### src/sv/apc_pkg.sv
// Types and constants shared by the airspeed pitch controller modules.
package apc_pkg;

	localparam int CFG_AW = 5;
	localparam int CFG_DW = 32;
	localparam int ALU_W = 32;

	localparam int SQ_TERMS = 6;
	localparam int SQ_AIR_TERMS = 3;
	localparam int RAD_W = 30;
	localparam int ROOT_W = 15;
	localparam int REM_W = 16;
	localparam int SQRT_STEPS = 15;
	localparam int NUM_W = 28;
	localparam int DEN_W = 14;
	localparam int DIV_STEPS = 28;
	localparam int FRAC_W = 14;

	localparam logic [3:0] DESIRED_SCALE = 4'd10;
	localparam logic signed [15:0] THROTTLE_CUTOFF = 16'sd100;

	localparam logic [13:0] RST_MIN_GS = 14'd500;
	localparam logic [13:0] RST_MIN_AS = 14'd1000;
	localparam logic [13:0] RST_MAX_AS = 14'd3000;
	localparam logic [13:0] RST_CRUISE = 14'd2000;
	localparam logic [14:0] RST_LIMIT = 15'd1430;

	typedef enum logic [0:0] {
		OP_UPDATE = 1'b0,
		OP_QUERY  = 1'b1
	} opcode_t;

	typedef enum logic [2:0] {
		REG_MIN_GS = 3'd0,
		REG_MIN_AS = 3'd1,
		REG_MAX_AS = 3'd2,
		REG_CRUISE = 3'd3,
		REG_LIMIT  = 3'd4,
		REG_KI     = 3'd5,
		REG_PMIN   = 3'd6,
		REG_PMAX   = 3'd7
	} reg_idx_t;

	typedef struct packed {
		logic [13:0]        min_gs;
		logic [13:0]        min_as;
		logic [13:0]        max_as;
		logic [13:0]        cruise;
		logic [14:0]        limit;
		logic signed [15:0] ki;
		logic signed [15:0] pmin;
		logic signed [15:0] pmax;
	} cfg_t;

	typedef struct packed {
		logic              psel;
		logic              penable;
		logic              pwrite;
		logic [CFG_AW-1:0] paddr;
		logic [CFG_DW-1:0] pwdata;
	} apb_req_t;

	typedef struct packed {
		logic [ALU_W-1:0] a;
		logic [ALU_W-1:0] b;
		logic             sub;
	} alu_req_t;

	typedef struct packed {
		logic [ALU_W-1:0] sum;
		logic             carry;
	} alu_rsp_t;

	typedef enum logic [15:0] {
		ST_IDLE      = 16'b0000_0000_0000_0001,
		ST_SQ        = 16'b0000_0000_0000_0010,
		ST_SQRT      = 16'b0000_0000_0000_0100,
		ST_TGT_RAISE = 16'b0000_0000_0000_1000,
		ST_TGT_CLAMP = 16'b0000_0000_0001_0000,
		ST_ERR       = 16'b0000_0000_0010_0000,
		ST_IMUL      = 16'b0000_0000_0100_0000,
		ST_IACC      = 16'b0000_0000_1000_0000,
		ST_ICLAMP    = 16'b0000_0001_0000_0000,
		ST_DSETUP    = 16'b0000_0010_0000_0000,
		ST_DIV       = 16'b0000_0100_0000_0000,
		ST_DSAT      = 16'b0000_1000_0000_0000,
		ST_PMUL      = 16'b0001_0000_0000_0000,
		ST_PADJ      = 16'b0010_0000_0000_0000,
		ST_PRATE     = 16'b0100_0000_0000_0000,
		ST_FIN       = 16'b1000_0000_0000_0000
	} state_t;

endpackage

### src/sv/apc_if.sv
// Valid/ready channel interfaces for controller requests and results.
interface apc_in_if;
	logic               valid;
	logic               ready;
	logic               opcode;
	logic signed [13:0] vel_x;
	logic signed [13:0] vel_y;
	logic signed [13:0] vel_z;
	logic signed [12:0] wind_x;
	logic signed [12:0] wind_y;
	logic signed [12:0] wind_z;
	logic [9:0]         desired_speed;
	logic signed [15:0] throttle;

	modport source (
		output valid, opcode, vel_x, vel_y, vel_z, wind_x, wind_y, wind_z,
		output desired_speed, throttle,
		input  ready
	);
	modport sink (
		input  valid, opcode, vel_x, vel_y, vel_z, wind_x, wind_y, wind_z,
		input  desired_speed, throttle,
		output ready
	);
endinterface

interface apc_out_if;
	logic               valid;
	logic               ready;
	logic [14:0]        airspeed_out;
	logic [13:0]        groundspeed_out;
	logic [13:0]        target_out;
	logic signed [15:0] error_out;
	logic signed [15:0] integral_out;
	logic signed [15:0] pitch_adjust_out;

	modport source (
		output valid, airspeed_out, groundspeed_out, target_out, error_out,
		output integral_out, pitch_adjust_out,
		input  ready
	);
	modport sink (
		input  valid, airspeed_out, groundspeed_out, target_out, error_out,
		input  integral_out, pitch_adjust_out,
		output ready
	);
endinterface

### src/sv/apc_alu.sv
// Shared adder and subtractor used by every iterative step of the controller.
module apc_alu (
	input  apc_pkg::alu_req_t req,
	output apc_pkg::alu_rsp_t rsp
);
	localparam int SUM_W = apc_pkg::ALU_W + 1;

	logic [apc_pkg::ALU_W-1:0] operand_b;
	logic [SUM_W-1:0]          total;

	always_comb begin
		operand_b = req.sub ? ~req.b : req.b;
		total = {1'b0, req.a} + {1'b0, operand_b} + SUM_W'(req.sub);
		rsp.sum = total[apc_pkg::ALU_W-1:0];
		rsp.carry = total[SUM_W-1];
	end
endmodule

### src/sv/apc_cfg.sv
// APB configuration register file of the airspeed pitch controller.
module apc_cfg (
	input  logic                         clk,
	input  logic                         arst_n,
	input  apc_pkg::apb_req_t            apb,
	output logic [apc_pkg::CFG_DW-1:0]   prdata,
	output apc_pkg::cfg_t                cfg
);
	apc_pkg::cfg_t     cfg_q;
	apc_pkg::reg_idx_t idx;
	logic              wr_en;

	assign idx = apc_pkg::reg_idx_t'(apb.paddr[apc_pkg::CFG_AW-1:2]);
	assign wr_en = apb.psel && apb.penable && apb.pwrite;
	assign cfg = cfg_q;

	always_ff @(posedge clk or negedge arst_n) begin
		if (!arst_n) begin
			cfg_q.min_gs <= apc_pkg::RST_MIN_GS;
			cfg_q.min_as <= apc_pkg::RST_MIN_AS;
			cfg_q.max_as <= apc_pkg::RST_MAX_AS;
			cfg_q.cruise <= apc_pkg::RST_CRUISE;
			cfg_q.limit <= apc_pkg::RST_LIMIT;
			cfg_q.ki <= '0;
			cfg_q.pmin <= '0;
			cfg_q.pmax <= '0;
		end else if (wr_en) begin
			unique case (idx)
				apc_pkg::REG_MIN_GS: cfg_q.min_gs <= apb.pwdata[13:0];
				apc_pkg::REG_MIN_AS: cfg_q.min_as <= apb.pwdata[13:0];
				apc_pkg::REG_MAX_AS: cfg_q.max_as <= apb.pwdata[13:0];
				apc_pkg::REG_CRUISE: cfg_q.cruise <= apb.pwdata[13:0];
				apc_pkg::REG_LIMIT:  cfg_q.limit <= apb.pwdata[14:0];
				apc_pkg::REG_KI:     cfg_q.ki <= apb.pwdata[15:0];
				apc_pkg::REG_PMIN:   cfg_q.pmin <= apb.pwdata[15:0];
				apc_pkg::REG_PMAX:   cfg_q.pmax <= apb.pwdata[15:0];
			endcase
		end
	end

	always_comb begin
		unique case (idx)
			apc_pkg::REG_MIN_GS: prdata = apc_pkg::CFG_DW'(cfg_q.min_gs);
			apc_pkg::REG_MIN_AS: prdata = apc_pkg::CFG_DW'(cfg_q.min_as);
			apc_pkg::REG_MAX_AS: prdata = apc_pkg::CFG_DW'(cfg_q.max_as);
			apc_pkg::REG_CRUISE: prdata = apc_pkg::CFG_DW'(cfg_q.cruise);
			apc_pkg::REG_LIMIT:  prdata = apc_pkg::CFG_DW'(cfg_q.limit);
			apc_pkg::REG_KI:     prdata = apc_pkg::CFG_DW'($unsigned(cfg_q.ki));
			apc_pkg::REG_PMIN:   prdata = apc_pkg::CFG_DW'($unsigned(cfg_q.pmin));
			apc_pkg::REG_PMAX:   prdata = apc_pkg::CFG_DW'($unsigned(cfg_q.pmax));
		endcase
	end
endmodule

### src/sv/apc_core.sv
// Sequencer and datapath registers of the airspeed pitch controller.
module apc_core #(
	parameter int PITCH_RATE_STEP = 7
) (
	input  logic              clk,
	input  logic              arst_n,
	apc_in_if.sink            item,
	apc_out_if.source         result,
	input  apc_pkg::cfg_t     cfg,
	output apc_pkg::alu_req_t alu_req,
	input  apc_pkg::alu_rsp_t alu_rsp
);
	localparam int CNT_W = $clog2(apc_pkg::DIV_STEPS + 1);
	localparam logic signed [17:0] STEP = 18'(PITCH_RATE_STEP);
	localparam int ALU_W = apc_pkg::ALU_W;

	apc_pkg::state_t state_q;
	logic [CNT_W-1:0] cnt_q;
	logic             sqrt_sel_q;
	logic             out_valid_q;

	logic [14:0]        speed_air_q;
	logic [13:0]        speed_gs_q;
	logic [13:0]        target_q;
	logic signed [15:0] fe_q;
	logic [31:0]        acc_q;
	logic signed [15:0] last_q;

	logic signed [14:0] sq_q [apc_pkg::SQ_TERMS];
	logic [9:0]         desired_q;
	logic signed [15:0] throttle_q;
	logic [apc_pkg::RAD_W-1:0] a2_q;
	logic [apc_pkg::RAD_W-1:0] g2_q;
	logic signed [31:0] prod_q;
	logic [apc_pkg::RAD_W-1:0]  rad_q;
	logic [apc_pkg::REM_W-1:0]  rem_q;
	logic [apc_pkg::ROOT_W-1:0] root_q;
	logic [14:0]        tgt_raw_q;
	logic [apc_pkg::NUM_W-1:0] num_q;
	logic [apc_pkg::DEN_W-1:0] den_q;
	logic [apc_pkg::DEN_W-1:0] drem_q;
	logic [apc_pkg::NUM_W-1:0] quo_q;
	logic               neg_q;
	logic signed [15:0] pitch_q;
	logic signed [15:0] qsat_q;
	logic signed [15:0] adj_q;

	logic [14:0]        air_out_q;
	logic [13:0]        gs_out_q;
	logic [13:0]        tgt_out_q;
	logic signed [15:0] err_out_q;
	logic signed [15:0] int_out_q;
	logic signed [15:0] pitch_out_q;

	logic signed [15:0] mul_a;
	logic signed [15:0] mul_b;
	logic signed [31:0] prod_d;
	logic [17:0]        rem_pre;
	logic [16:0]        trial;
	logic [apc_pkg::ROOT_W-1:0] root_nxt;
	logic [apc_pkg::REM_W-1:0]  rem_nxt;
	logic [apc_pkg::DEN_W:0]    drem_pre;
	logic [apc_pkg::DEN_W-1:0]  drem_nxt;
	logic [apc_pkg::NUM_W-1:0]  quo_nxt;
	logic [14:0]        d10;
	logic [14:0]        tgt_raise;
	logic [13:0]        tgt_hi;
	logic [13:0]        tgt_clamp;
	logic signed [16:0] err_diff;
	logic signed [15:0] fe_nxt;
	logic signed [15:0] acc_hi;
	logic signed [15:0] lim;
	logic signed [15:0] hi_clamp;
	logic signed [14:0] delta;
	logic signed [14:0] range_raw;
	logic signed [14:0] range_fix;
	logic signed [15:0] pitch_sel;
	logic [13:0]        dabs;
	logic               range_neg;
	logic [apc_pkg::DEN_W-1:0] den_nxt;
	logic signed [15:0] qsat_nxt;
	logic signed [15:0] adj_raw;
	logic               throttle_cut;
	logic signed [17:0] rate_diff;
	logic signed [15:0] last_nxt;
	logic               accept;
	logic               fin_go;

	assign accept = item.valid && item.ready;
	assign item.ready = (state_q == apc_pkg::ST_IDLE);
	assign fin_go = (state_q == apc_pkg::ST_FIN) && (!out_valid_q || result.ready);

	assign result.valid = out_valid_q;
	assign result.airspeed_out = air_out_q;
	assign result.groundspeed_out = gs_out_q;
	assign result.target_out = tgt_out_q;
	assign result.error_out = err_out_q;
	assign result.integral_out = int_out_q;
	assign result.pitch_adjust_out = pitch_out_q;

	always_comb begin
		mul_a = '0;
		mul_b = '0;
		unique case (state_q)
			apc_pkg::ST_SQ: begin
				mul_a = 16'(sq_q[0]);
				mul_b = 16'(sq_q[0]);
			end
			apc_pkg::ST_IMUL: begin
				mul_a = cfg.ki;
				mul_b = fe_q;
			end
			apc_pkg::ST_PMUL: begin
				mul_a = qsat_q;
				mul_b = pitch_q;
			end
			default: begin
			end
		endcase
		prod_d = mul_a * mul_b;
	end

	assign rem_pre = {rem_q, rad_q[apc_pkg::RAD_W-1 -: 2]};
	assign trial = {root_q, 2'b01};
	assign root_nxt = {root_q[apc_pkg::ROOT_W-2:0], alu_rsp.carry};
	assign rem_nxt = alu_rsp.carry ? alu_rsp.sum[apc_pkg::REM_W-1:0] : rem_pre[apc_pkg::REM_W-1:0];
	assign drem_pre = {drem_q, num_q[apc_pkg::NUM_W-1]};
	assign drem_nxt = alu_rsp.carry ? alu_rsp.sum[apc_pkg::DEN_W-1:0]
		: drem_pre[apc_pkg::DEN_W-1:0];
	assign quo_nxt = {quo_q[apc_pkg::NUM_W-2:0], alu_rsp.carry};

	always_comb begin
		alu_req = '0;
		unique case (state_q)
			apc_pkg::ST_SQ: begin
				alu_req.a = (cnt_q <= CNT_W'(apc_pkg::SQ_AIR_TERMS)) ? ALU_W'(a2_q) : ALU_W'(g2_q);
				alu_req.b = prod_q;
			end
			apc_pkg::ST_SQRT: begin
				alu_req.a = ALU_W'(rem_pre);
				alu_req.b = ALU_W'(trial);
				alu_req.sub = 1'b1;
			end
			apc_pkg::ST_DIV: begin
				alu_req.a = ALU_W'(drem_pre);
				alu_req.b = ALU_W'(den_q);
				alu_req.sub = 1'b1;
			end
			apc_pkg::ST_IACC: begin
				alu_req.a = acc_q;
				alu_req.b = {prod_q[29:0], 2'b00};
			end
			default: begin
			end
		endcase
	end

	always_comb begin
		d10 = 15'(desired_q) * 15'(apc_pkg::DESIRED_SCALE);
		tgt_raise = (speed_gs_q < cfg.min_gs)
			? d10 + 15'(cfg.min_gs) - 15'(speed_gs_q) : d10;
		tgt_hi = (tgt_raw_q > 15'(cfg.max_as)) ? cfg.max_as : tgt_raw_q[13:0];
		tgt_clamp = (tgt_hi < cfg.min_as) ? cfg.min_as : tgt_hi;
		err_diff = $signed({3'b000, target_q}) - $signed({2'b00, speed_air_q});
		fe_nxt = (fe_q >>> 1) + 16'(err_diff >>> 1);

		acc_hi = $signed(acc_q[31:16]);
		lim = $signed({1'b0, cfg.limit});
		if (acc_hi > lim) begin
			hi_clamp = lim;
		end else if (acc_hi < -lim) begin
			hi_clamp = -lim;
		end else begin
			hi_clamp = acc_hi;
		end
	end

	always_comb begin
		delta = $signed({1'b0, target_q}) - $signed({1'b0, cfg.cruise});
		if (delta > 15'sd0) begin
			range_raw = $signed({1'b0, cfg.max_as}) - $signed({1'b0, cfg.cruise});
			pitch_sel = cfg.pmax;
			dabs = delta[13:0];
		end else if (delta < 15'sd0) begin
			range_raw = $signed({1'b0, cfg.cruise}) - $signed({1'b0, cfg.min_as});
			pitch_sel = cfg.pmin;
			dabs = 14'(-delta);
		end else begin
			range_raw = 15'sd1;
			pitch_sel = '0;
			dabs = '0;
		end
		range_fix = (range_raw == 15'sd0) ? 15'sd1 : range_raw;
		range_neg = range_fix[14];
		den_nxt = range_neg ? 14'(-range_fix) : range_fix[13:0];

		if (!neg_q) begin
			qsat_nxt = (quo_q > apc_pkg::NUM_W'(32767)) ? 16'sh7FFF : $signed(quo_q[15:0]);
		end else begin
			qsat_nxt = (quo_q > apc_pkg::NUM_W'(32768)) ? 16'sh8000
				: $signed(16'(16'd0 - quo_q[15:0]));
		end

		adj_raw = $signed(prod_q[29:14]) - $signed(acc_q[31:16]);
		throttle_cut = (throttle_q >= apc_pkg::THROTTLE_CUTOFF);

		rate_diff = 18'(adj_q) - 18'(last_q);
		if (rate_diff > STEP) begin
			last_nxt = 16'(18'(last_q) + STEP);
		end else if (rate_diff < -STEP) begin
			last_nxt = 16'(18'(last_q) - STEP);
		end else begin
			last_nxt = adj_q;
		end
	end

	always_ff @(posedge clk or negedge arst_n) begin
		if (!arst_n) begin
			state_q <= apc_pkg::ST_IDLE;
			cnt_q <= '0;
			sqrt_sel_q <= 1'b0;
			out_valid_q <= 1'b0;
			speed_air_q <= '0;
			speed_gs_q <= '0;
			target_q <= '0;
			fe_q <= '0;
			acc_q <= '0;
			last_q <= '0;
		end else begin
			if (fin_go) begin
				out_valid_q <= 1'b1;
			end else if (result.ready) begin
				out_valid_q <= 1'b0;
			end
			unique case (state_q)
				apc_pkg::ST_IDLE: begin
					if (accept) begin
						cnt_q <= '0;
						state_q <= (apc_pkg::opcode_t'(item.opcode) == apc_pkg::OP_UPDATE)
							? apc_pkg::ST_SQ : apc_pkg::ST_DSETUP;
					end
				end
				apc_pkg::ST_SQ: begin
					if (cnt_q == CNT_W'(apc_pkg::SQ_TERMS)) begin
						cnt_q <= '0;
						sqrt_sel_q <= 1'b0;
						state_q <= apc_pkg::ST_SQRT;
					end else begin
						cnt_q <= cnt_q + 1'b1;
					end
				end
				apc_pkg::ST_SQRT: begin
					if (cnt_q == CNT_W'(apc_pkg::SQRT_STEPS - 1)) begin
						cnt_q <= '0;
						if (!sqrt_sel_q) begin
							speed_air_q <= root_nxt;
							sqrt_sel_q <= 1'b1;
						end else begin
							speed_gs_q <= root_nxt[13:0];
							state_q <= apc_pkg::ST_TGT_RAISE;
						end
					end else begin
						cnt_q <= cnt_q + 1'b1;
					end
				end
				apc_pkg::ST_TGT_RAISE: state_q <= apc_pkg::ST_TGT_CLAMP;
				apc_pkg::ST_TGT_CLAMP: begin
					target_q <= tgt_clamp;
					state_q <= apc_pkg::ST_ERR;
				end
				apc_pkg::ST_ERR: begin
					fe_q <= fe_nxt;
					state_q <= apc_pkg::ST_IMUL;
				end
				apc_pkg::ST_IMUL: state_q <= apc_pkg::ST_IACC;
				apc_pkg::ST_IACC: begin
					acc_q <= alu_rsp.sum;
					state_q <= apc_pkg::ST_ICLAMP;
				end
				apc_pkg::ST_ICLAMP: begin
					acc_q[31:16] <= hi_clamp;
					state_q <= apc_pkg::ST_FIN;
				end
				apc_pkg::ST_DSETUP: begin
					cnt_q <= '0;
					state_q <= apc_pkg::ST_DIV;
				end
				apc_pkg::ST_DIV: begin
					if (cnt_q == CNT_W'(apc_pkg::DIV_STEPS - 1)) begin
						cnt_q <= '0;
						state_q <= apc_pkg::ST_DSAT;
					end else begin
						cnt_q <= cnt_q + 1'b1;
					end
				end
				apc_pkg::ST_DSAT: state_q <= apc_pkg::ST_PMUL;
				apc_pkg::ST_PMUL: state_q <= apc_pkg::ST_PADJ;
				apc_pkg::ST_PADJ: begin
					if (throttle_cut) begin
						acc_q <= '0;
					end
					state_q <= apc_pkg::ST_PRATE;
				end
				apc_pkg::ST_PRATE: begin
					last_q <= last_nxt;
					state_q <= apc_pkg::ST_FIN;
				end
				apc_pkg::ST_FIN: begin
					if (fin_go) begin
						state_q <= apc_pkg::ST_IDLE;
					end
				end
				default: state_q <= apc_pkg::ST_IDLE;
			endcase
		end
	end

	always_ff @(posedge clk) begin
		unique case (state_q)
			apc_pkg::ST_IDLE: begin
				if (accept) begin
					sq_q[0] <= 15'(item.vel_x) - 15'(item.wind_x);
					sq_q[1] <= 15'(item.vel_y) - 15'(item.wind_y);
					sq_q[2] <= 15'(item.vel_z) - 15'(item.wind_z);
					sq_q[3] <= 15'(item.vel_x);
					sq_q[4] <= 15'(item.vel_y);
					sq_q[5] <= 15'(item.vel_z);
					desired_q <= item.desired_speed;
					throttle_q <= item.throttle;
					a2_q <= '0;
					g2_q <= '0;
				end
			end
			apc_pkg::ST_SQ: begin
				prod_q <= prod_d;
				for (int i = 0; i < apc_pkg::SQ_TERMS - 1; i++) begin
					sq_q[i] <= sq_q[i + 1];
				end
				if (cnt_q != '0 && cnt_q <= CNT_W'(apc_pkg::SQ_AIR_TERMS)) begin
					a2_q <= alu_rsp.sum[apc_pkg::RAD_W-1:0];
				end else if (cnt_q > CNT_W'(apc_pkg::SQ_AIR_TERMS)) begin
					g2_q <= alu_rsp.sum[apc_pkg::RAD_W-1:0];
				end
				if (cnt_q == CNT_W'(apc_pkg::SQ_TERMS)) begin
					rad_q <= a2_q;
					rem_q <= '0;
					root_q <= '0;
				end
			end
			apc_pkg::ST_SQRT: begin
				if (cnt_q == CNT_W'(apc_pkg::SQRT_STEPS - 1) && !sqrt_sel_q) begin
					rad_q <= g2_q;
					rem_q <= '0;
					root_q <= '0;
				end else begin
					rad_q <= {rad_q[apc_pkg::RAD_W-3:0], 2'b00};
					rem_q <= rem_nxt;
					root_q <= root_nxt;
				end
			end
			apc_pkg::ST_TGT_RAISE: tgt_raw_q <= tgt_raise;
			apc_pkg::ST_IMUL: prod_q <= prod_d;
			apc_pkg::ST_DSETUP: begin
				num_q <= {dabs, apc_pkg::FRAC_W'(0)};
				den_q <= den_nxt;
				neg_q <= range_neg;
				pitch_q <= pitch_sel;
				drem_q <= '0;
				quo_q <= '0;
			end
			apc_pkg::ST_DIV: begin
				num_q <= {num_q[apc_pkg::NUM_W-2:0], 1'b0};
				drem_q <= drem_nxt;
				quo_q <= quo_nxt;
			end
			apc_pkg::ST_DSAT: qsat_q <= qsat_nxt;
			apc_pkg::ST_PMUL: prod_q <= prod_d;
			apc_pkg::ST_PADJ: adj_q <= throttle_cut ? 16'sd0 : adj_raw;
			apc_pkg::ST_FIN: begin
				if (fin_go) begin
					air_out_q <= speed_air_q;
					gs_out_q <= speed_gs_q;
					tgt_out_q <= target_q;
					err_out_q <= fe_q;
					int_out_q <= $signed(acc_q[31:16]);
					pitch_out_q <= last_q;
				end
			end
			default: begin
			end
		endcase
	end

	assert property (@(posedge clk) disable iff (!arst_n)
		(state_q == apc_pkg::ST_IDLE && !accept) |=> (state_q == apc_pkg::ST_IDLE))
		else $error("Sequencer left idle without an input transaction.");

	assert property (@(posedge clk) disable iff (!arst_n)
		$rose(result.valid) |-> $past(state_q == apc_pkg::ST_FIN))
		else $error("Result became valid outside the finishing step.");

	assert property (@(posedge clk) disable iff (!arst_n)
		(state_q == apc_pkg::ST_FIN && result.valid && !result.ready)
		|=> (state_q == apc_pkg::ST_FIN))
		else $error("Finished item overwrote a result that was not yet taken.");

	assert property (@(posedge clk) disable iff (!arst_n)
		(state_q == apc_pkg::ST_SQRT || state_q == apc_pkg::ST_DIV)
		|-> (cnt_q < CNT_W'(apc_pkg::DIV_STEPS)))
		else $error("Step counter ran past the iteration length.");
endmodule

### src/sv/airspeed_pitch_controller.sv
// Top level of the airspeed pitch controller.
// One transaction is taken at a time and the input is not ready until its result has been
// placed in the output register. A control update computes six squares through the shared
// multiplier, then two 15-step bit-serial square roots and the integral update through
// the shared 32-bit adder. A glide pitch query runs a 28-step restoring divide on the
// same adder. A result waiting in the output register holds back only the completion
// of the next item.
module airspeed_pitch_controller #(
	parameter int PITCH_RATE_STEP = 7
) (
	input  logic                       clk,
	input  logic                       arst_n,
	apc_in_if.sink                     item,
	apc_out_if.source                  result,
	input  logic                       psel,
	input  logic                       penable,
	input  logic                       pwrite,
	input  logic [apc_pkg::CFG_AW-1:0] paddr,
	input  logic [apc_pkg::CFG_DW-1:0] pwdata,
	output logic [apc_pkg::CFG_DW-1:0] prdata,
	output logic                       pready
);
	apc_pkg::apb_req_t apb;
	apc_pkg::cfg_t     cfg;
	apc_pkg::alu_req_t alu_req;
	apc_pkg::alu_rsp_t alu_rsp;

	assign apb.psel = psel;
	assign apb.penable = penable;
	assign apb.pwrite = pwrite;
	assign apb.paddr = paddr;
	assign apb.pwdata = pwdata;
	assign pready = 1'b1;

	apc_cfg u_cfg (
		.clk    (clk),
		.arst_n (arst_n),
		.apb    (apb),
		.prdata (prdata),
		.cfg    (cfg)
	);

	apc_alu u_alu (
		.req (alu_req),
		.rsp (alu_rsp)
	);

	apc_core #(
		.PITCH_RATE_STEP (PITCH_RATE_STEP)
	) u_core (
		.clk     (clk),
		.arst_n  (arst_n),
		.item    (item),
		.result  (result),
		.cfg     (cfg),
		.alu_req (alu_req),
		.alu_rsp (alu_rsp)
	);
endmodule
### src/flat_wrapper.sv
// flat-port wrapper written by rule: the top's interface ports become plain ports
module airspeed_pitch_controller_flat 
#(
	parameter int PITCH_RATE_STEP = 7
)
  (clk, arst_n, psel, penable, pwrite, paddr, pwdata, prdata, pready, item_valid, item_opcode, item_vel_x, item_vel_y, item_vel_z, item_wind_x, item_wind_y, item_wind_z, item_desired_speed, item_throttle, item_ready, result_valid, result_airspeed_out, result_groundspeed_out, result_target_out, result_error_out, result_integral_out, result_pitch_adjust_out, result_ready);
  apc_in_if item_i ();
  apc_out_if result_i ();
  input  logic clk;
  input  logic arst_n;
  input  logic psel;
  input  logic penable;
  input  logic pwrite;
  input  logic [apc_pkg::CFG_AW-1:0] paddr;
  input  logic [apc_pkg::CFG_DW-1:0] pwdata;
  output logic [apc_pkg::CFG_DW-1:0] prdata;
  output logic pready;
  input wire logic [$bits(item_i.valid)-1:0] item_valid;
  input wire logic [$bits(item_i.opcode)-1:0] item_opcode;
  input wire logic [$bits(item_i.vel_x)-1:0] item_vel_x;
  input wire logic [$bits(item_i.vel_y)-1:0] item_vel_y;
  input wire logic [$bits(item_i.vel_z)-1:0] item_vel_z;
  input wire logic [$bits(item_i.wind_x)-1:0] item_wind_x;
  input wire logic [$bits(item_i.wind_y)-1:0] item_wind_y;
  input wire logic [$bits(item_i.wind_z)-1:0] item_wind_z;
  input wire logic [$bits(item_i.desired_speed)-1:0] item_desired_speed;
  input wire logic [$bits(item_i.throttle)-1:0] item_throttle;
  output wire logic [$bits(item_i.ready)-1:0] item_ready;
  output wire logic [$bits(result_i.valid)-1:0] result_valid;
  output wire logic [$bits(result_i.airspeed_out)-1:0] result_airspeed_out;
  output wire logic [$bits(result_i.groundspeed_out)-1:0] result_groundspeed_out;
  output wire logic [$bits(result_i.target_out)-1:0] result_target_out;
  output wire logic [$bits(result_i.error_out)-1:0] result_error_out;
  output wire logic [$bits(result_i.integral_out)-1:0] result_integral_out;
  output wire logic [$bits(result_i.pitch_adjust_out)-1:0] result_pitch_adjust_out;
  input wire logic [$bits(result_i.ready)-1:0] result_ready;
  assign item_i.valid = item_valid;
  assign item_i.opcode = item_opcode;
  assign item_i.vel_x = item_vel_x;
  assign item_i.vel_y = item_vel_y;
  assign item_i.vel_z = item_vel_z;
  assign item_i.wind_x = item_wind_x;
  assign item_i.wind_y = item_wind_y;
  assign item_i.wind_z = item_wind_z;
  assign item_i.desired_speed = item_desired_speed;
  assign item_i.throttle = item_throttle;
  assign item_ready = item_i.ready;
  assign result_valid = result_i.valid;
  assign result_airspeed_out = result_i.airspeed_out;
  assign result_groundspeed_out = result_i.groundspeed_out;
  assign result_target_out = result_i.target_out;
  assign result_error_out = result_i.error_out;
  assign result_integral_out = result_i.integral_out;
  assign result_pitch_adjust_out = result_i.pitch_adjust_out;
  assign result_i.ready = result_ready;
  airspeed_pitch_controller #(.PITCH_RATE_STEP(PITCH_RATE_STEP)) u_core (.clk(clk), .arst_n(arst_n), .item(item_i), .result(result_i), .psel(psel), .penable(penable), .pwrite(pwrite), .paddr(paddr), .pwdata(pwdata), .prdata(prdata), .pready(pready));
endmodule
### config.mk
export PLATFORM = sky130hd
export DESIGN_NAME = airspeed_pitch_controller_flat
export DESIGN_NICKNAME = d
export VERILOG_FILES = /design/src/sv/apc_pkg.sv /design/src/sv/apc_if.sv /design/src/sv/apc_alu.sv /design/src/sv/apc_cfg.sv /design/src/sv/apc_core.sv /design/src/sv/airspeed_pitch_controller.sv /design/src/flat_wrapper.sv
export SDC_FILE = /design/constraint.sdc
export NUM_CORES = 2
export LEC_CHECK = 0
export ABC_AREA = 1
export BUFFER_PORTS_ARGS = -buffer_cell sky130_fd_sc_hd__buf_2
export CAP_MARGIN = 20
export CORE_ASPECT_RATIO = 1.4
export CORE_MARGIN = 2
export CORE_UTILIZATION = 42
export DETAILED_ROUTE_END_ITERATION = 10
export REMOVE_ABC_BUFFERS = 1
export SYNTH_ARGS = -nofsm -noshare
export SYNTH_HDL_FRONTEND = slang
export SYNTH_SLANG_ARGS = --single-unit
### constraint.sdc
create_clock -name clk -period 23.5 [get_ports clk]
set_input_delay 1.175 -clock clk [delete_from_list [all_inputs] [get_ports clk]]
set_output_delay 1.175 -clock clk [all_outputs]
set_load 0.01 [all_outputs]
After elaboration in Yosys (flattened, before gate mapping) --
Memory sizes are Yosys's and may differ from the RTL's. Index checks and enable logic that the tools add are counted.
Word-level totals: bits in registers 667, bits in latches 0, memory bits (writable) 90, bits in read-only memories 0, word-level logic and storage cells 243, memories kept 1
Memory list:
- u_core.u_core.sq_q | words 6, bits a word 15, rd ports 6, clocked after Yosys merged registers in 0, wr ports 6, line apc_core.sv:29 | logic signed [14:0] sq_q [apc_pkg::SQ_TERMS];
Cells by class: add/subtract/negate cells 21, $mul 2, div/mod/pow operators 0, order comparisons 14, eq/ne operators 37, shift-type cells 0, mux-type cells 76, bitwise logic cells 7, reduce and logical (&&, ||, !) cells 42
Operators by type and width (number):
- two-way mux 16 bit | 18
- one-hot mux 32 bit (8 select lines) | 1
- one-hot mux 64 bit (4 select lines) | 1
- one-hot mux 16 bit (15 select lines) | 1
- two-way mux 30 bit | 7
- one-hot mux 30 bit (2 select lines) | 3
- two-way mux 15 bit | 10
- one-hot mux 16 bit (3 select lines) | 3
- one-hot mux 28 bit (2 select lines) | 2
- two-way mux 14 bit | 7
- two-way mux 32 bit | 2
- one-hot mux 16 bit (2 select lines) | 2
- subtractor 14 x 13 -> 15 bit | 3
- subtractor 14 x 14 -> 15 bit | 3
- adder 32 x 32 -> 33 bit | 1
- adder 33 x 1 -> 33 bit | 1
- multiplier 16 x 16 -> 32 bit | 1
- inverter 32 bit | 1
- one-hot mux 15 bit (2 select lines) | 1
- > comparator 28 x 15 -> 1 bit (second input constant) | 1
- > comparator 28 x 16 -> 1 bit (second input constant) | 1
- < comparator 14 bit | 2
- negation 14 bit | 2
- one-hot mux 14 bit (2 select lines) | 1
- 68 further kinds | 124

Logic depth before layout (Yosys ltp) --
depth in word-level cells 10, gate-level depth with buffers 38, depth with buffers taken out 38

Hierarchy --
A second synthesis with hierarchy kept.
Unflattened totals: cells, all modules 6698, area, all modules 56292.7 µm²
Modules (own cells, without submodules):
- apc_core | times used 1, cells each 5529, area each 47580.6 µm²
- apc_cfg | times used 1, cells each 683, area each 6073.3 µm²
- apc_alu | times used 1, cells each 484, area each 2627.5 µm²
- airspeed_pitch_controller | times used 1, cells each 2, area each 11.3 µm²

Worst setup path after synthesis --
Ideal clock, no wire load.
kind register -> register, start point reg u_core.u_core.state_q[6], end point reg u_core.u_core.prod_q[31], data pin, library setup time 0.260 ns, data arrival time 7.186 ns, path slack 16.053 ns, cell stages (with the launch flop) 32, buffers on the path 2, period minus slack after synthesis 7.447 ns, path through dfrtp_1 -> nor2_1 -> nand2_1 -> nor2_4 -> inv_2 -> nor2_1 -> inv_2 -> nor4_4 -> buf_2 -> nand2_1 -> o211ai_1 -> buf_2 -> nand2_1 -> fa_1 -> inv_1 -> fa_1 -> fa_1 -> fa_1 -> fa_1 -> inv_1 -> fa_1 -> inv_1 -> ha_1 -> nand2_1 -> nor2_1 -> nand2_1 -> or4_1 -> o221ai_1 -> a21oi_1 -> nor2_1 -> nor2_1 -> xor2_1
On the way: longest elaborated chain between the ends 3
Ends and longest elaborated chain:
- start, declared | line apc_core.sv:17 | apc_pkg::state_t state_q;
- start signal, assigned | line apc_core.sv:219 | state_q <= apc_pkg::ST_IDLE;
- start signal, assigned | line apc_core.sv:239 | state_q <= (apc_pkg::opcode_t'(item.opcode) == apc_pkg::OP_UPDATE)
- start signal, assigned | line apc_core.sv:247 | state_q <= apc_pkg::ST_SQRT;
- == test 16 x 13 -> 1 bit, or another cell as far along | line apc_core.sv:104 | unique case (state_q)
- one-hot mux 16 bit (3 select lines) | line apc_core.sv:104
- multiplier 16 x 16 -> 32 bit * | line apc_core.sv:120 | prod_d = mul_a * mul_b;
- net u_core.u_core.prod_d[31] | line apc_core.sv:57 | logic signed [31:0] prod_d;
- end signal, assigned | line apc_core.sv:335 | prod_q <= prod_d;
- end signal, assigned | line apc_core.sv:362 | apc_pkg::ST_IMUL: prod_q <= prod_d;
- end signal, assigned | line apc_core.sv:377 | apc_pkg::ST_PMUL: prod_q <= prod_d;
- end, declared | line apc_core.sv:34 | logic signed [31:0] prod_q;
Mark *: on every way through the listed nets, which the timed path passes. The rest lies on a longest branch. A chain may end at the register's enable or synchronous reset.

Worst setup path in the final report --
start point reg u_core.u_core.state_q[9], end point reg u_core.u_core.prod_q[31], data pin
The elaborated chain is that of the path after synthesis.

==> results.md <==
- The worst-case IR drop observed on VDD is 0.0984 mV.
- The maximum number of pins on one net before global-route repair is 152.
- Clock tree synthesis inserted a total of 82 buffers.
- The startpoint type of the worst setup path is a flip-flop.
- The classification of the worst setup path is reg -> reg.
- By area the synthesized netlist is led by edfxtp_1 27%, fa_1 11%, dfrtp_1 9.9%, nand2_1 9.6%, ha_1 8.4%.
- The overall routing resource usage is 25.3%.
- The clock-pin slew on the worst setup and hold paths is 70 ps.
- In this run the worst hold path is classified as reg -> reg.
- The critical path crosses 29 cells after its start point.
- For this run, the number of Yosys warnings is 0.
- For this configuration, the core starts out at a cell density of 42.4%.
- The number of failing setup endpoints in the final timing report is 0.
- The post-route minimum period is 9900 ps.
- The pre-antenna-repair detailed-routing pass consisted of 6 iterations.
- The final hold violation count is 0.
- The post-detailed-routing wire length is 167000 µm.
- At the later pin of the worst-skew pair, clock insertion delay measures 700 ps.
- Setup repair after global routing left no endpoint under its margin.
- The total number of clock tree sinks is 738.
- Post-CTS repair changed the size of 0 cells.
- Prior to clock tree synthesis, the placed netlist has a worst setup slack of 13640 ps.
- The post-CTS repair timing setup buffer count is 0.
- The cell with the most instances on the worst path is fa_1.
- Dividing the synthesized area by the synthesized cell count gives 8.54 µm².
- TritonCTS built the clock tree.
- The achievable clock frequency is 0.101 GHz.
- Along the worst hold path, the cell count comes to 0.
- The detail route stage leaves a number of antenna-violating nets equal to 0.
- During I/O placement, the number of pins put on the boundary was 278.
- Across the run, the number of max-cap violations was 0.
- The detail-routed via count per cell is 5.26.
- The die is 431 µm tall.
- The leakage power total is 0.0294 µW.
- The largest individual stage delay along the critical path comes from the cell fa_1.
- Sequential cells account for 33.3% of the total power.
- The maximum net fanout on the critical path is 26.
- The clock arrives with 40.4 ps of skew.
- The actual transition at the worst max-transition pin is 1090 ps.
- The register bit total from synthesis is 738.
- The number of nets in the finished design is 7423.
- The post-detailed-route wirelength per cell is 19.8 µm.
- By instance count, the leading cell after synthesis is nand2_1.
- Counting instances in the post-synthesis netlist gives the leading cell types as 1405 x nand2_1, 1186 x inv_1, 489 x edfxtp_1, 415 x o21ai_0, 381 x nor2_1.
- The cell area after placement is 57900 µm².
- The internal power consumption is 3600 µW.
- The sum of buffers and inverters on the critical path is 6.
- The post-synthesis instance area is 54800 µm².
- Net switching is 40.5% of the power.
- Summed over its instances, the top area cell type makes up 26.8% of the synthesized netlist area.
- The power share of the combinational group is 44.4%.
- The post-layout instance area is 60800 µm².
- The relative area change from synthesis to final layout is 10.9%.
- No sink is reached through more buffers than the 3 on the longest clock path.
- Summing the sequential cell areas from Yosys gives 38.2% of the chip area.
- The total via count in the routed design is 44.4k.
- For the worst flop-to-flop path, the logic depth is 29.
- STA puts the critical path data required time at 23920 ps.
- The final critical path takes up 42.1% of the cycle.
- The row count is 156.
- The critical path endpoint category is a flip-flop.
- The maximum level of the CTS H-tree is 3.
- The width of the die is 309 µm.
- The largest single stage delay on the critical path is 930 ps.
- Among all flip-flop cells after synthesis, the most frequent one is edfxtp_1.
- The proportion of synthesized flip-flops having asynchronous set or reset is 33.7%.
- After legalization and detailed placement, the total HPWL measured 131000 µm.
- Setup slack on the critical path of the routed design comes to 13600 ps.
- The area of the placeable core is 129000 µm².
- The switching power is 2450 µW.
- Data arrives at the worst endpoint at 10320 ps.
- The area enclosed by the die boundary is 133000 µm².
- After clock tree synthesis, the flow added hold-fix buffers numbering 0.
- The initial antenna violation count is 25.
- The first global-routing pass estimated 257000 µm of wire.
- In the routed design, unresolved DRC markers number 0.
- In this design, the largest share of critical-path delay is due to adder cells.
- The synthesized instance count is 6416.
- Of the cells placed in the final design, the portion with a size suffix greater than 1 is 9.04%.
- Of all cell types, the one taking the most synthesized area is edfxtp_1.
- Counting distinct cell types in the post-synthesis netlist gives 73.
- The relative max-transition margin is 27.0%.
- The clock share of power is 22.4%.
- The number of global-route vias before repair is 44.3k.
- The total overflow left after global routing is 0.
- The number of enable-type register cells in the synthesized netlist is 489.
- The run finished with clean final reports.
- For the final routed database, the setup TNS stands at 0 ps.
- The tree is rooted in a clkbuf_16.
- The routability-driven placement congestion ratio is 0.968.
- The number of pins with negative max-slew slack in the final report is 0.
- In this run the power density over the cells is 99.5 nW/µm².
- Input and output buffers added on the ports amount to 240.
- The detailed router finished its first iteration with 3407 violations.
## metal layers
metal  vias to the layer above  GRT usage, %  wire length, µm
met2                      1442          42.3            79900
li1                      21300             -                -
met1                     21300          31.2            66700
met5                         -             0              186
met3                       357          4.04            11000
met4                        30          13.4             9400
## logic make-up (layout without fill, tap and decap cells)
group / count (synthesis) / count (layout) / share of synthesized area [%]
and+or+nand+nor: 2275 / 2275 / 17.5
adders and majority gates: 654 / 654 / 18.9
AOI/OAI and AO/OA: 1111 / 1111 / 11.7
muxes: 6 / 6 / 0.121
DFF: 738 / 738 / 38.2
buffers and inverters: 1406 / 1660 / 9.91
xor gates and xnor gates: 224 / 224 / 3.63
other: 2 / 21 / 0.0137
## final cells by class
type	count	area, µm²
Fill cell	12700	68400
Timing Repair Buffer	306	1750
Inverter	1202	4510
Clock inverter	44	519
Antenna cell	4	10.0
Sequential cell	738	21000
Multi-Input combinational cell	4287	28600
Clock buffer	108	2300
Tap cell	1738	2170
## flip-flops by register name, summed over array words and instances (netlist names), 16 cells and up
signal	cells
u_core.u_cfg.cfg	119
u_core.u_core.sq_q	87
u_core.u_core.acc_q	32
u_core.u_core.prod_q	32
u_core.u_core.a2_q	30
u_core.u_core.g2_q	30
u_core.u_core.rad_q	30
u_core.u_core.quo_q	28
u_core.u_core.adj_q	16
u_core.u_core.fe_q	16
u_core.u_core.last_q	16
u_core.u_core.pitch_q	16
u_core.u_core.qsat_q	16
u_core.u_core.rem_q	16
u_core.u_core.result.error_out	16
u_core.u_core.result.integral_out	16
u_core.u_core.result.pitch_adjust_out	16
u_core.u_core.state_q	16
## final timing paths
path / start / end / slack [ps]
max reg2reg: u_core.u_core.state_q[9]$_DFFE_PN0P_ / u_core.u_core.prod_q[31]$_DFFE_PP_ / 13600
max in group asynchronous: arst_n / u_core.u_cfg.cfg[22]$_DFFE_PN0P_ / 21560
min: u_core.u_core.speed_air_q[0]$_DFFE_PN0P_ / u_core.u_core.result.airspeed_out[0]$_DFFE_PP_ / 450
max: u_core.u_core.state_q[9]$_DFFE_PN0P_ / u_core.u_core.prod_q[31]$_DFFE_PP_ / 13600
min in group asynchronous: arst_n / u_core.u_core.speed_air_q[0]$_DFFE_PN0P_ / 480
min reg2reg: u_core.u_core.speed_air_q[0]$_DFFE_PN0P_ / u_core.u_core.result.airspeed_out[0]$_DFFE_PP_ / 450
## per-stage QoR
stage | instances | util [%] | hold slack [ps] | power (µW)
6_report | 8427 | 47.0 | 455 | 6050
5_1_grt | 8426 | 47.0 | 463 | 6500
4_1_cts | 8421 | 47.0 | 460 | 6080
3_5_place_dp | 8269 | 44.8 | 446 | 4710
3_3_place_gp | 8269 | 44.8 | 448 | 4660
2_1_floorplan | 6227 | - | 425 | 3950
## cells in the final DEF (no fill, tap or decap), drive strengths merged, types with 9 or more instances in the layout
| cell | netlist | layout |
|---|---|---|
| a221oi | 13 | 13 |
| a31oi | 31 | 31 |
| o21ai | 420 | 420 |
| fa | 288 | 288 |
| dfstp | 32 | 32 |
| o21bai | 16 | 16 |
| a211oi | 12 | 12 |
| xnor2 | 74 | 74 |
| ha | 366 | 366 |
| o2111ai | 13 | 13 |
| o31ai | 18 | 18 |
| edfxtp | 489 | 489 |
| o21a | 9 | 9 |
| nor2 | 394 | 394 |
| o22ai | 94 | 94 |
| nor4 | 21 | 21 |
| clkinv | 7 | 36 |
| a21o | 15 | 15 |
| a21boi | 21 | 21 |
| nand3b | 18 | 18 |
| buf | 75 | 306 |
| clkbuf | 129 | 108 |
| xor2 | 150 | 150 |
| nand3 | 241 | 241 |
| or2 | 27 | 27 |
| inv | 1195 | 1195 |
| dfrtp | 217 | 217 |
| a21oi | 333 | 333 |
| conb | 2 | 17 |
| bufinv | 0 | 9 |
| nor3 | 63 | 63 |
| nand2 | 1444 | 1444 |
| o221ai | 33 | 33 |
| o211ai | 68 | 68 |
| nand4 | 57 | 57 |
## power by group through the flow
stage	Combinational, µW	Sequential (µW)	Clock [µW]
final	2680	2010	1350
after global placement	2640	2030	0
after floorplan	1950	2000	0
after global routing	3040	2040	1430
after detailed placement	2680	2040	0
after CTS	2690	2010	1380
Power figures use the tool's default switching activity.
